**config.mk**
```make
export PLATFORM = sky130hd
export DESIGN_NAME = interval_timer_channel_core_flat
export DESIGN_NICKNAME = d
export VERILOG_FILES = /design/src/sv/itc_pkg.sv /design/src/sv/itc_ifs.sv /design/src/sv/itc_step.sv /design/src/sv/itc_out_fifo.sv /design/src/sv/interval_timer_channel_core.sv /design/src/flat_wrapper.sv
export SDC_FILE = /design/constraint.sdc
export NUM_CORES = 1
export LEC_CHECK = 0
export BUFFER_PORTS_ARGS = -buffer_cell sky130_fd_sc_hd__buf_4
export CAP_MARGIN = 10
export CORE_UTILIZATION = 40
export CTS_BUF_LIST = sky130_fd_sc_hd__clkbuf_8
export CTS_CLUSTER_DIAMETER = 60
export DETAILED_ROUTE_END_ITERATION = 12
export PLACE_DENSITY = 0.65
export SYNTH_ARGS = -nofsm -noshare
export SYNTH_HDL_FRONTEND = slang
export SYNTH_HIERARCHICAL = 1
export SYNTH_SLANG_ARGS = --single-unit
```
**constraint.sdc**
```tcl
create_clock -name i_clk -period 2.7 [get_ports i_clk]
set_clock_uncertainty 0.2 [all_clocks]
set_input_delay 0.27 -clock i_clk [delete_from_list [all_inputs] [get_ports i_clk]]
set_output_delay 0.27 -clock i_clk [all_outputs]
set_load 0.05 [all_outputs]
```
**src/sv/itc_pkg.sv**
```systemverilog
// Package with the shared types and codes of the interval timer channel.
`timescale 1ns / 1ps

package itc_pkg;

    localparam logic [1:0] OP_WRITE = 2'd0;
    localparam logic [1:0] OP_READ  = 2'd1;
    localparam logic [1:0] OP_TICK  = 2'd2;

    localparam logic [1:0] PORT_DATA = 2'd0;
    localparam logic [1:0] PORT_CTRL = 2'd3;

    localparam logic [1:0] TGT_CNT0     = 2'b00;
    localparam logic [1:0] TGT_READBACK = 2'b11;

    localparam logic [1:0] RW_LATCH = 2'b00;

    localparam int OUT_DEPTH = 3;

    typedef struct packed {
        logic [1:0] operation;
        logic [1:0] port;
        logic [7:0] write_data;
    } t_item;

    typedef struct packed {
        logic [7:0] read_data;
        logic       out_level;
        logic       irq_edge;
    } t_result;

    typedef struct packed {
        logic        rate_mode;
        logic [15:0] initial_count;
        logic [15:0] count_now;
        logic [7:0]  low_byte_hold;
        logic        write_high_next;
        logic        read_high_next;
        logic        load_pending;
        logic        counting;
        logic        out_pin;
        logic [15:0] latched_count;
        logic        latch_valid;
    } t_state;

endpackage

```
**src/sv/itc_ifs.sv**
```systemverilog
// Valid/ready channel interfaces for the timer's input and result words.
`timescale 1ns / 1ps

interface itc_in_if;
    logic       valid;
    logic       ready;
    logic [1:0] operation;
    logic [1:0] port;
    logic [7:0] write_data;

    modport source (output valid, output operation, output port, output write_data,
                    input ready);
    modport sink (input valid, input operation, input port, input write_data,
                  output ready);
endinterface

interface itc_out_if;
    logic       valid;
    logic       ready;
    logic [7:0] read_data;
    logic       out_level;
    logic       irq_edge;

    modport source (output valid, output read_data, output out_level, output irq_edge,
                    input ready);
    modport sink (input valid, input read_data, input out_level, input irq_edge,
                  output ready);
endinterface

```
**src/sv/itc_step.sv**
```systemverilog
// Next-state and result logic of counter 0 for one input word.
`timescale 1ns / 1ps

module itc_step
    import itc_pkg::*;
(
    input  t_item   i_item,
    input  t_state  i_state,
    output t_state  o_state,
    output t_result o_result
);

    t_state      s;
    logic [7:0]  rd;
    logic [15:0] dec;
    logic [15:0] rd_src;

    assign dec    = i_state.count_now - 16'd1;
    assign rd_src = i_state.latch_valid ? i_state.latched_count : i_state.count_now;

    always_comb begin
        s  = i_state;
        rd = 8'd0;
        unique case (i_item.operation)
            OP_WRITE: begin
                if (i_item.port == PORT_CTRL) begin
                    if (i_item.write_data[7:6] == TGT_CNT0) begin
                        if (i_item.write_data[5:4] == RW_LATCH) begin
                            if (!i_state.latch_valid) begin
                                s.latched_count = i_state.count_now;
                                s.latch_valid   = 1'b1;
                            end
                        end else begin
                            s.rate_mode       = i_item.write_data[2];
                            s.counting        = 1'b0;
                            s.load_pending    = 1'b0;
                            s.write_high_next = 1'b0;
                            s.read_high_next  = 1'b0;
                            s.latch_valid     = 1'b0;
                            s.out_pin         = i_item.write_data[2];
                        end
                    end else if (i_item.write_data[7:6] == TGT_READBACK) begin
                        if (!i_item.write_data[5] && i_item.write_data[1] &&
                            !i_state.latch_valid) begin
                            s.latched_count = i_state.count_now;
                            s.latch_valid   = 1'b1;
                        end
                    end
                end else if (i_item.port == PORT_DATA) begin
                    if (!i_state.write_high_next) begin
                        s.low_byte_hold   = i_item.write_data;
                        s.write_high_next = 1'b1;
                        if (!i_state.rate_mode) begin
                            s.counting = 1'b0;
                            s.out_pin  = 1'b0;
                        end
                    end else begin
                        s.initial_count   = {i_item.write_data, i_state.low_byte_hold};
                        s.write_high_next = 1'b0;
                        s.load_pending    = 1'b1;
                        if (!i_state.rate_mode) begin
                            s.out_pin = 1'b0;
                        end
                    end
                end
            end
            OP_READ: begin
                if (i_item.port == PORT_DATA) begin
                    if (!i_state.read_high_next) begin
                        rd               = rd_src[7:0];
                        s.read_high_next = 1'b1;
                    end else begin
                        rd               = rd_src[15:8];
                        s.read_high_next = 1'b0;
                        s.latch_valid    = 1'b0;
                    end
                end
            end
            OP_TICK: begin
                if (i_state.load_pending && (!i_state.counting || !i_state.rate_mode)) begin
                    s.count_now    = i_state.initial_count;
                    s.counting     = 1'b1;
                    s.load_pending = 1'b0;
                    if (i_state.rate_mode) begin
                        s.out_pin = 1'b1;
                    end
                end else if (i_state.counting) begin
                    if (i_state.rate_mode) begin
                        if (i_state.count_now == 16'd1) begin
                            s.count_now    = i_state.initial_count;
                            s.load_pending = 1'b0;
                            s.out_pin      = 1'b1;
                        end else begin
                            s.count_now = dec;
                            if (dec == 16'd1) begin
                                s.out_pin = 1'b0;
                            end
                        end
                    end else begin
                        s.count_now = dec;
                        if (dec == 16'd0) begin
                            s.out_pin = 1'b1;
                        end
                    end
                end
            end
            default: begin
            end
        endcase
    end

    assign o_state            = s;
    assign o_result.read_data = rd;
    assign o_result.out_level = s.out_pin;
    assign o_result.irq_edge  = !i_state.out_pin && s.out_pin;

endmodule

```
**src/sv/itc_out_fifo.sv**
```systemverilog
// Small result queue that decouples the timer from a stalling receiver.
`timescale 1ns / 1ps

module itc_out_fifo
    import itc_pkg::*;
#(
    parameter int DEPTH = OUT_DEPTH
) (
    input  logic                       i_clk,
    input  logic                       i_rst_n,
    input  logic                       i_push,
    input  t_result                    i_push_data,
    input  logic                       i_pop,
    output logic                       o_valid,
    output t_result                    o_data,
    output logic [$clog2(DEPTH+1)-1:0] o_level
);

    localparam int PW = (DEPTH > 1) ? $clog2(DEPTH) : 1;
    localparam int CW = $clog2(DEPTH + 1);

    t_result       r_mem [DEPTH];
    logic [PW-1:0] r_wr_ptr, n_wr_ptr;
    logic [PW-1:0] r_rd_ptr, n_rd_ptr;
    logic [CW-1:0] r_count, n_count;
    logic          do_pop;

    assign do_pop = i_pop && (r_count != '0);

    always_comb begin
        n_wr_ptr = r_wr_ptr;
        n_rd_ptr = r_rd_ptr;
        n_count  = r_count;
        if (i_push) begin
            n_wr_ptr = (r_wr_ptr == PW'(DEPTH - 1)) ? '0 : r_wr_ptr + PW'(1);
        end
        if (do_pop) begin
            n_rd_ptr = (r_rd_ptr == PW'(DEPTH - 1)) ? '0 : r_rd_ptr + PW'(1);
        end
        if (i_push && !do_pop) begin
            n_count = r_count + CW'(1);
        end else if (!i_push && do_pop) begin
            n_count = r_count - CW'(1);
        end
    end

    always_ff @(posedge i_clk) begin
        if (!i_rst_n) begin
            r_wr_ptr <= '0;
            r_rd_ptr <= '0;
            r_count  <= '0;
        end else begin
            r_wr_ptr <= n_wr_ptr;
            r_rd_ptr <= n_rd_ptr;
            r_count  <= n_count;
        end
    end

    always_ff @(posedge i_clk) begin
        if (i_push) begin
            r_mem[r_wr_ptr] <= i_push_data;
        end
    end

    assign o_valid = (r_count != '0);
    assign o_data  = r_mem[r_rd_ptr];
    assign o_level = r_count;

endmodule

```
**src/sv/interval_timer_channel_core.sv**
```systemverilog
// Top level of counter 0 of the interval timer.
//
// The input channel carries one word per bus write, bus read or timer input
// clock tick. The output channel returns exactly one result word for each
// input word, in order: the read byte, the OUT pin level and the interrupt
// edge flag.
// An accepted word is held in an input register, the counter state and the
// result are computed from it combinationally, and the result enters a
// three-entry output queue. A result is visible once its word has passed
// the input register and the result has been written into the queue.
// The block takes one word per cycle for as long as the receiver keeps
// taking results. Ready is derived combinationally from the registered queue
// occupancy and input register, so the input side keeps accepting while results
// are still waiting; a stalled receiver lets the queue fill, and ready falls
// only when the input register and the queue together hold three words.
// Synchronous active-low reset clears the counter state to one-shot mode
// with the counter stopped and OUT low, and empties the input register and
// the queue.
`timescale 1ns / 1ps

module interval_timer_channel_core
    import itc_pkg::*;
#(
    parameter int OUT_Q_DEPTH = OUT_DEPTH
) (
    input  logic         i_clk,
    input  logic         i_rst_n,
    itc_in_if.sink       i_in,
    itc_out_if.source    o_out
);

    localparam int LW = $clog2(OUT_Q_DEPTH + 1);

    logic          r_in_valid;
    t_item         r_in_item;
    t_state        r_state, n_state;
    t_result       step_result;
    t_result       q_data;
    logic          q_valid;
    logic [LW-1:0] q_level;
    logic [LW:0]   in_flight;
    logic          accept;

    assign in_flight  = {1'b0, q_level} + (LW + 1)'(r_in_valid);
    assign i_in.ready = (in_flight < (LW + 1)'(OUT_Q_DEPTH));
    assign accept     = i_in.valid && i_in.ready;

    always_ff @(posedge i_clk) begin
        if (!i_rst_n) begin
            r_in_valid <= 1'b0;
        end else begin
            r_in_valid <= accept;
        end
    end

    always_ff @(posedge i_clk) begin
        if (accept) begin
            r_in_item.operation  <= i_in.operation;
            r_in_item.port       <= i_in.port;
            r_in_item.write_data <= i_in.write_data;
        end
    end

    itc_step u_step (
        .i_item   (r_in_item),
        .i_state  (r_state),
        .o_state  (n_state),
        .o_result (step_result)
    );

    always_ff @(posedge i_clk) begin
        if (!i_rst_n) begin
            r_state <= '0;
        end else if (r_in_valid) begin
            r_state <= n_state;
        end
    end

    itc_out_fifo #(
        .DEPTH (OUT_Q_DEPTH)
    ) u_out_fifo (
        .i_clk       (i_clk),
        .i_rst_n     (i_rst_n),
        .i_push      (r_in_valid),
        .i_push_data (step_result),
        .i_pop       (o_out.ready),
        .o_valid     (q_valid),
        .o_data      (q_data),
        .o_level     (q_level)
    );

    assign o_out.valid     = q_valid;
    assign o_out.read_data = q_data.read_data;
    assign o_out.out_level = q_data.out_level;
    assign o_out.irq_edge  = q_data.irq_edge;

endmodule

```
**src/flat_wrapper.sv**
```systemverilog
// flat-port wrapper written by rule: the top's interface ports become plain ports
module interval_timer_channel_core_flat import itc_pkg::*;
#(
    parameter int OUT_Q_DEPTH = OUT_DEPTH
)
  (i_clk, i_rst_n, i_in_valid, i_in_operation, i_in_port, i_in_write_data, i_in_ready, o_out_valid, o_out_read_data, o_out_out_level, o_out_irq_edge, o_out_ready);
  itc_in_if i_in_i ();
  itc_out_if o_out_i ();
  input  logic i_clk;
  input  logic i_rst_n;
  input wire logic [$bits(i_in_i.valid)-1:0] i_in_valid;
  input wire logic [$bits(i_in_i.operation)-1:0] i_in_operation;
  input wire logic [$bits(i_in_i.port)-1:0] i_in_port;
  input wire logic [$bits(i_in_i.write_data)-1:0] i_in_write_data;
  output wire logic [$bits(i_in_i.ready)-1:0] i_in_ready;
  output wire logic [$bits(o_out_i.valid)-1:0] o_out_valid;
  output wire logic [$bits(o_out_i.read_data)-1:0] o_out_read_data;
  output wire logic [$bits(o_out_i.out_level)-1:0] o_out_out_level;
  output wire logic [$bits(o_out_i.irq_edge)-1:0] o_out_irq_edge;
  input wire logic [$bits(o_out_i.ready)-1:0] o_out_ready;
  assign i_in_i.valid = i_in_valid;
  assign i_in_i.operation = i_in_operation;
  assign i_in_i.port = i_in_port;
  assign i_in_i.write_data = i_in_write_data;
  assign i_in_ready = i_in_i.ready;
  assign o_out_valid = o_out_i.valid;
  assign o_out_read_data = o_out_i.read_data;
  assign o_out_out_level = o_out_i.out_level;
  assign o_out_irq_edge = o_out_i.irq_edge;
  assign o_out_i.ready = o_out_ready;
  interval_timer_channel_core #(.OUT_Q_DEPTH(OUT_Q_DEPTH)) u_core (.i_clk(i_clk), .i_rst_n(i_rst_n), .i_in(i_in_i), .o_out(o_out_i));
endmodule
```
==> results.md, run 1 <==
- Critical path depth in cells: 8
- CP max FO: 3
- Hold Path Stages: 2
- CP Buf/Inv Count: 1
- Pleak: about 2.7 nW
- Critical path class: reg2reg
- First-pass GRT wire length: roughly 24 mm
- Syn Inst Count: 594
- Placeable Area: 15,300 µm²
- Global route overflow: 0
- CTS tree: done
- Fillcell total: 1,467
- Multi-input gate area: 3260 µm²
- DRC: 0
- Die extent in x: ~130 µm
- Hold Vio Cnt, Final: 0
- Root Driver: clkbuf_8
- CP required: 2.69 ns
- Slew HR: 50.0%
- Fmax: 369 MHz
- Critical path's top delay family: simple AND/OR/NAND/NOR gates
- P per Cell Area: 580 nW/µm²
- Worst Path Arrival: around 2.7 ns
- GP Congestion: 0.968
- Min Tclk post-route: roughly 2.7 ns
- Commonest non-fill, non-tap cell in the layout: nor2b_1
- Asr flop ratio synth: 0%
- Die height: ~130 µm
- Worst path slowest cell: or3b_2
- Initial antenna violation count: 0
- Hpwl dp: roughly 10 mm
- Largest net degree at the start of global routing: 71
- Synth cell types: 62
- Setup ws final: -0.00863 ns
- Largest stage delay, worst path: 0.50 ns
- Most frequent cells in the layout: 77 x nor2b_1, 74 x buf_4, 73 x mux2i_1
- Sequential share of power: between 40 and 50%
- Num CTS Buffers: 17
- Switching power total: 1.27 mW
- Max Cap Viol: 0
- Full die area: 16,300 µm²
- Final net count: approximately 700
- Worst Setup Start Kind: flop
- Area growth syn-to-layout: 15.5%
- Vias in the first global route: 4,539
- Wire per inst: 16.6 µm
- Mapped cell area: about 6300 µm²
- Register bit count reported by yosys: 114
- Worst-path cell chain: inv_1 > ha_1 > or3b_2 > o41ai_4 > nand4b_1 > o221ai_1 > o311ai_1 > nor3_1
- Vias per cell: 5.26
- Clock group share of total power: 35.1%
- Number of port buffers: 27
- Mapped Avg Cell Area: 10.7 µm²
- Final Util: 47.8%
- Sw Ratio: 29.9%
- Post-route ant nets: 0
- Final-report max-slew violation count: 0
- CTS max path bufs: 2
- Worst-path clk slew: 0.07 ns
- RSZ-0062 raised after global routing: true
- Setup TNS: -0.0214 ns
- Comb power frac: 18.7%
- Final wirelength: 14.7 mm
- Reg2Reg Depth: 8
- P_int: 2.98 mW
- Detailed Route Iter0 Violations: 274
- DR vias: 4,656
- Least-Margin Pin Slew: ~0.74 ns
- Ant. Diodes: 0
- Sequential cell area: between 2000 and 3000 µm²
- Clock latency on the worst-skew pair: 0.44 ns
- Initial Util: between 40% and 50%
- DR pass1 iterations: 5
- CTS H-tree depth: 4
- Post-CTS setup buffer count: 0
- Run status: finished, violations left
- Hold/Removal Path Class: in2reg
- Layout cells sized above 1: 23.3%
- Row cnt: 45
- Final period utilization: 100%
- Post-synth EDFFs: 42
- # clock sinks: 114
- Top FF cell, synth: dfxtp_1
- GRT Total Usage: 19.0%
- Setup crit end kind: flop
- Sequential element share of the synthesized area: 42.7%
- VDD IR-drop max: 0.482 mV
- Yosys warns: 6
- Ports: 28
- Failing checks: negative setup slack
- Post-Syn Nets: 617
- Final setup viols: 3
-- state kept, by name, summed over array words and instances, names as in the netlist, named ones only --
register / count
u_core/u_out_fifo/r_mem: 30
u_core/u_out_fifo/r_rd_ptr: 2
u_core/r_in_item: 12
u_core/u_out_fifo/r_wr_ptr: 2
u_core/r_state: 63
u_core/r_in_valid: 1
u_core/u_out_fifo/o_level: 2
-- power by group through the flow --
stage	combinational, mW	sequential [mW]	clock (mW)
6_report	0.793	1.96	1.49
5_1_grt	0.841	1.98	1.63
4_1_cts	0.797	1.97	1.54
3_5_place_dp	0.780	2.00	0
3_3_place_gp	0.767	2.00	0
2_1_floorplan	0.653	1.95	0
-- routing by layer --
metal | up-vias | GRT usage [%] | routed length [µm]
li1 | 2290 | - | -
met1 | 2241 | 25.2 | 7150
met2 | 111 | 29.8 | 6710
met3 | 14 | 4.84 | 609
met4 | 0 | 6.92 | 219
met5 | - | 0 | 0
-- timing repair --
| item | in CTS | in global routing |
|---|---|---|
| endpoints found under the hold margin | 17 | 0 |
| hold buffers | 14 | 0 |
| resized for setup | 0 | 1 |
| setup endpoints to repair | 0 | 9 |
-- through the flow --
step / total power [mW] / cell area, µm² / worst slack (ns) / cells / hold slack, ns
3_5_place_dp: 2.78 / 6810 / 0.0593 / 839 / 0.249
4_1_cts: 4.30 / 7320 / 0.0338 / 885 / 0.153
6_report: 4.25 / 7320 / -0.00863 / 885 / 0.162
2_1_floorplan: 2.60 / 6340 / 0.0816 / 594 / 0.169
5_1_grt: 4.45 / 7320 / -0.116 / 885 / 0.176
3_3_place_gp: 2.76 / 6810 / 0.150 / 839 / 0.248
-- area by class of cell --
class	instances	share of cell area, %
Clock buffer	17	3.20
Clock inverter	15	1.76
Inverter	8	0.410
Multi-Input combinational cell	432	44.5
Sequential cell	114	37.0
Tap cell	211	3.61
Timing Repair Buffer	88	9.51
-- kinds of logic after synthesis --
| logic type | after synthesis | synth area share (%) |
|---|---|---|
| buffers and inverters | 48 | 5.92 |
| DFF | 114 | 42.7 |
| and+or+nand+nor | 193 | 16.9 |
| muxes | 117 | 20.8 |
| xor gates and xnor gates | 13 | 1.80 |
| AOI/OAI and AO/OA | 102 | 10.5 |
| adders and majority gates | 7 | 1.38 |
-- worst reg2reg max path, delay by kind of cell (launching register included) --
| family | cells | cell delay, ns |
|---|---|---|
| AND/OR/NAND/NOR | 3 | 1.06 |
| AO/OA/AOI/OAI | 3 | 0.59 |
| buffers and inverters | 1 | 0.09 |
| adder cells (fa/ha/maj) | 1 | 0.19 |
| flip-flops | 1 | 0.31 |
-- final timing paths --
path	start	endpoint	slack [ns]
setup / recovery	u_core/r_state[31]$_SDFFE_PN0P_	u_core/u_out_fifo/r_mem[0][0]$_DFFE_PP_	-0.009
hold / removal	i_rst_n	u_core/u_out_fifo/r_wr_ptr[1]$_SDFFE_PN0P_	0.16
setup reg to reg	u_core/r_state[31]$_SDFFE_PN0P_	u_core/u_out_fifo/r_mem[0][0]$_DFFE_PP_	-0.009
hold reg to reg	u_core/u_out_fifo/r_rd_ptr[1]$_SDFFE_PN0P_	flop	0.29
-- synth_stat cells (8+ instances only) --
cell      instances  area, µm²
mux2i_1          73        731
clkbuf_1         17       63.8
nor2b_1          77        482
nand2_1          35        131
o21ai_0          23        115
nor3_1           10       50.1
edfxtp_1         42       1260
inv_1             8       30.0
a22oi_1          10       75.1
nand3_1          12       60.1
mux2_2           36        405
nor2_1           27        101
o21ai_1          18       90.1
a21oi_1          18       90.1
dfxtp_1          72       1440
Note: power is estimated with default switching activity, not from simulation.
==> run 2: changes to the inputs <==
--- a/config.mk
+++ b/config.mk
@@ -16,3 +16,4 @@
 export SYNTH_HDL_FRONTEND = slang
 export SYNTH_HIERARCHICAL = 1
 export SYNTH_SLANG_ARGS = --single-unit
+export TNS_END_PERCENT = 20
==> run 2 against run 1 <==
Net effect: the flow still finishes with violations (negative setup slack); flip-flop and latch count unchanged; sequential share of layout area unchanged; largest cell class unchanged; first-iteration DRC count unchanged; critical endpoint unchanged; wire length unchanged; non-clock buffer count unchanged; combinational power about the same; cell count unchanged.
==> results.md, run 2 (synthesis results as in run 1) <==
- Run status: finished, violations left
- Failing checks: negative setup slack
- Detailed Route Iter0 Violations: 274
- Setup ws final: -0.00863 ns
- Hpwl dp: 10.1 mm
- Commonest non-fill, non-tap cell in the layout: nor2b_1
- P per Cell Area: 580 nW/µm²
- Largest register FFs: 63
- Root Driver: clkbuf_8
- Largest net degree at the start of global routing: 71
- Ports: 28
- Fmax: 369 MHz
- Final wirelength: 14.7 mm
- Reg with most FFs: u_core/r_state
- Clock latency on the worst-skew pair: about 0.44 ns
- Pleak: between 2 and 3 nW
- Placeable Area: 15,300 µm²
- Sequential cell area: 2710 µm²
- Die height: 128 µm
- Die extent in x: 128 µm
- DR pass1 iterations: 5
- Clock group share of total power: 35.1%
- Sequential share of power: 46.2%
- DRC: 0
- Global route overflow: 0
- CP Buf/Inv Count: 1
- Largest stage delay, worst path: 0.50 ns
- Hold Vio Cnt, Final: 0
- CTS max path bufs: 2
- Vias in the first global route: approximately 4,500
- CTS tree: done
- Final period utilization: 100%
- DR vias: 4,656
- Least-Margin Pin Slew: 0.745 ns
- Min Tclk post-route: 2.71 ns
- Layout cells sized above 1: 23.3%
- Worst Path Arrival: 2.70 ns
- Initial antenna violation count: 0
- Final Util: 47.8%
- Multi-input gate area: ~3300 µm²
- GP Congestion: just under 1
- Ant. Diodes: 0
- # clock sinks: about 110
- Setup WS pre-CTS: 0.0593 ns
- Final setup viols: 3
- Setup crit end kind: flop
- Top flop regs: u_core/r_state: 63 flops, u_core/u_out_fifo/r_mem: 30 flops, u_core/r_in_item: 12 flops
- Setup TNS: -0.0214 ns
- Sw Ratio: 29.9%
- Fillcell total: 1,467
- RSZ-0062 raised after global routing: true
- Post-route ant nets: 0
- Critical path class: reg2reg
- Hold/Removal Path Class: in2reg
- Final net count: approximately 680
- Worst-path clk slew: 0.07 ns
- GRT Total Usage: between 10% and 20%
- Most frequent cells in the layout: 77 x nor2b_1, 74 x buf_4, 73 x mux2i_1
- Worst Setup Start Kind: flop
- Worst path slowest cell: or3b_2
- Full die area: about 16,000 µm²
- P_int: 2.98 mW
- Vias per cell: 5.26
- VDD IR-drop max: 0.482 mV
- Final-report max-slew violation count: 0
- First-pass GRT wire length: between 20 and 25 mm
- Area growth syn-to-layout: 15.5%
- Slew HR: 50.0%
- Num CTS Buffers: 17
- Wire per inst: 16.6 µm
- Worst-path cell chain: inv_1 > ha_1 > or3b_2 > o41ai_4 > nand4b_1 > o221ai_1 > o311ai_1 > nor3_1
- Initial Util: about two fifths
- CP required: ~2.7 ns
- Max Cap Viol: 0
- Switching power total: 1.27 mW
- Number of port buffers: 27
- Comb power frac: 18.7%
- CTS H-tree depth: 4
- Row cnt: 45
- CP max FO: 3
- Critical path's top delay family: simple AND/OR/NAND/NOR gates
## run 2: power groups by stage
stage / clock (mW) / sequential [mW] / combinational, mW
detailed placement: 0 / 2.00 / 0.780
global placement: 0 / 2.00 / 0.767
floorplan: 0 / 1.95 / 0.653
global route: 1.63 / 1.98 / 0.841
finish: 1.49 / 1.96 / 0.793
CTS: 1.54 / 1.97 / 0.797
## run 2: repair_timing
item,CTS,global route
setup buffers,0,0
hold buffers,14,0
hold endpoints to repair,17,0
setup endpoints to repair,0,9
gates resized for setup,0,1
## run 2: worst paths after layout
check,from,endpoint,slack [ns],cells after the start
max reg2reg,u_core/r_state[31]$_SDFFE_PN0P_,u_core/u_out_fifo/r_mem[0][0]$_DFFE_PP_,-0.009,8
max,u_core/r_state[31]$_SDFFE_PN0P_,u_core/u_out_fifo/r_mem[0][0]$_DFFE_PP_,-0.009,8
min,i_rst_n,u_core/u_out_fifo/r_wr_ptr[1]$_SDFFE_PN0P_,0.16,2
min reg2reg,u_core/u_out_fifo/r_rd_ptr[1]$_SDFFE_PN0P_,flop,0.29,2
## run 2: worst reg2reg max path, stage by stage (launching register included)
cell and delay (ns):
dfxtp_1 0.31, inv_1 0.09, ha_1 0.19, or3b_2 0.50, o41ai_4 0.25, nand4b_1 0.19, o221ai_1 0.20, o311ai_1 0.14
nor3_1 0.37
## run 2: routing by layer
layer | wire length, µm | vias up | global-route usage [%] | share of wire (%)
li1 | - | 2290 | - | -
met1 | 7150 | 2241 | 25.2 | 49
met2 | 6710 | 111 | 29.8 | 46
met3 | 609 | 14 | 4.84 | 4.1
met4 | 219 | 0 | 6.92 | 1.5
met5 | 0 | - | 0 | 0
## run 2: per-stage QoR
step / hold WS (ns) / power [mW] / instances / cell area (µm²)
after floorplan: 0.169 / 2.60 / 594 / 6340
after global placement: 0.248 / 2.76 / 839 / 6810
after detailed placement: 0.249 / 2.78 / 839 / 6810
after CTS: 0.153 / 4.30 / 885 / 7320
after global routing: 0.176 / 4.45 / 885 / 7320
final: 0.162 / 4.25 / 885 / 7320
## run 2: cell type report
| cell class | instances | share of cell area [%] |
|---|---|---|
| tap | 211 | 3.61 |
| multi-input combinational | 432 | 44.5 |
| clock buffer | 17 | 3.20 |
| sequential | 114 | 37.0 |
| clock inverter | 15 | 1.76 |
| timing repair buffer | 88 | 9.51 |
| inverter | 8 | 0.410 |
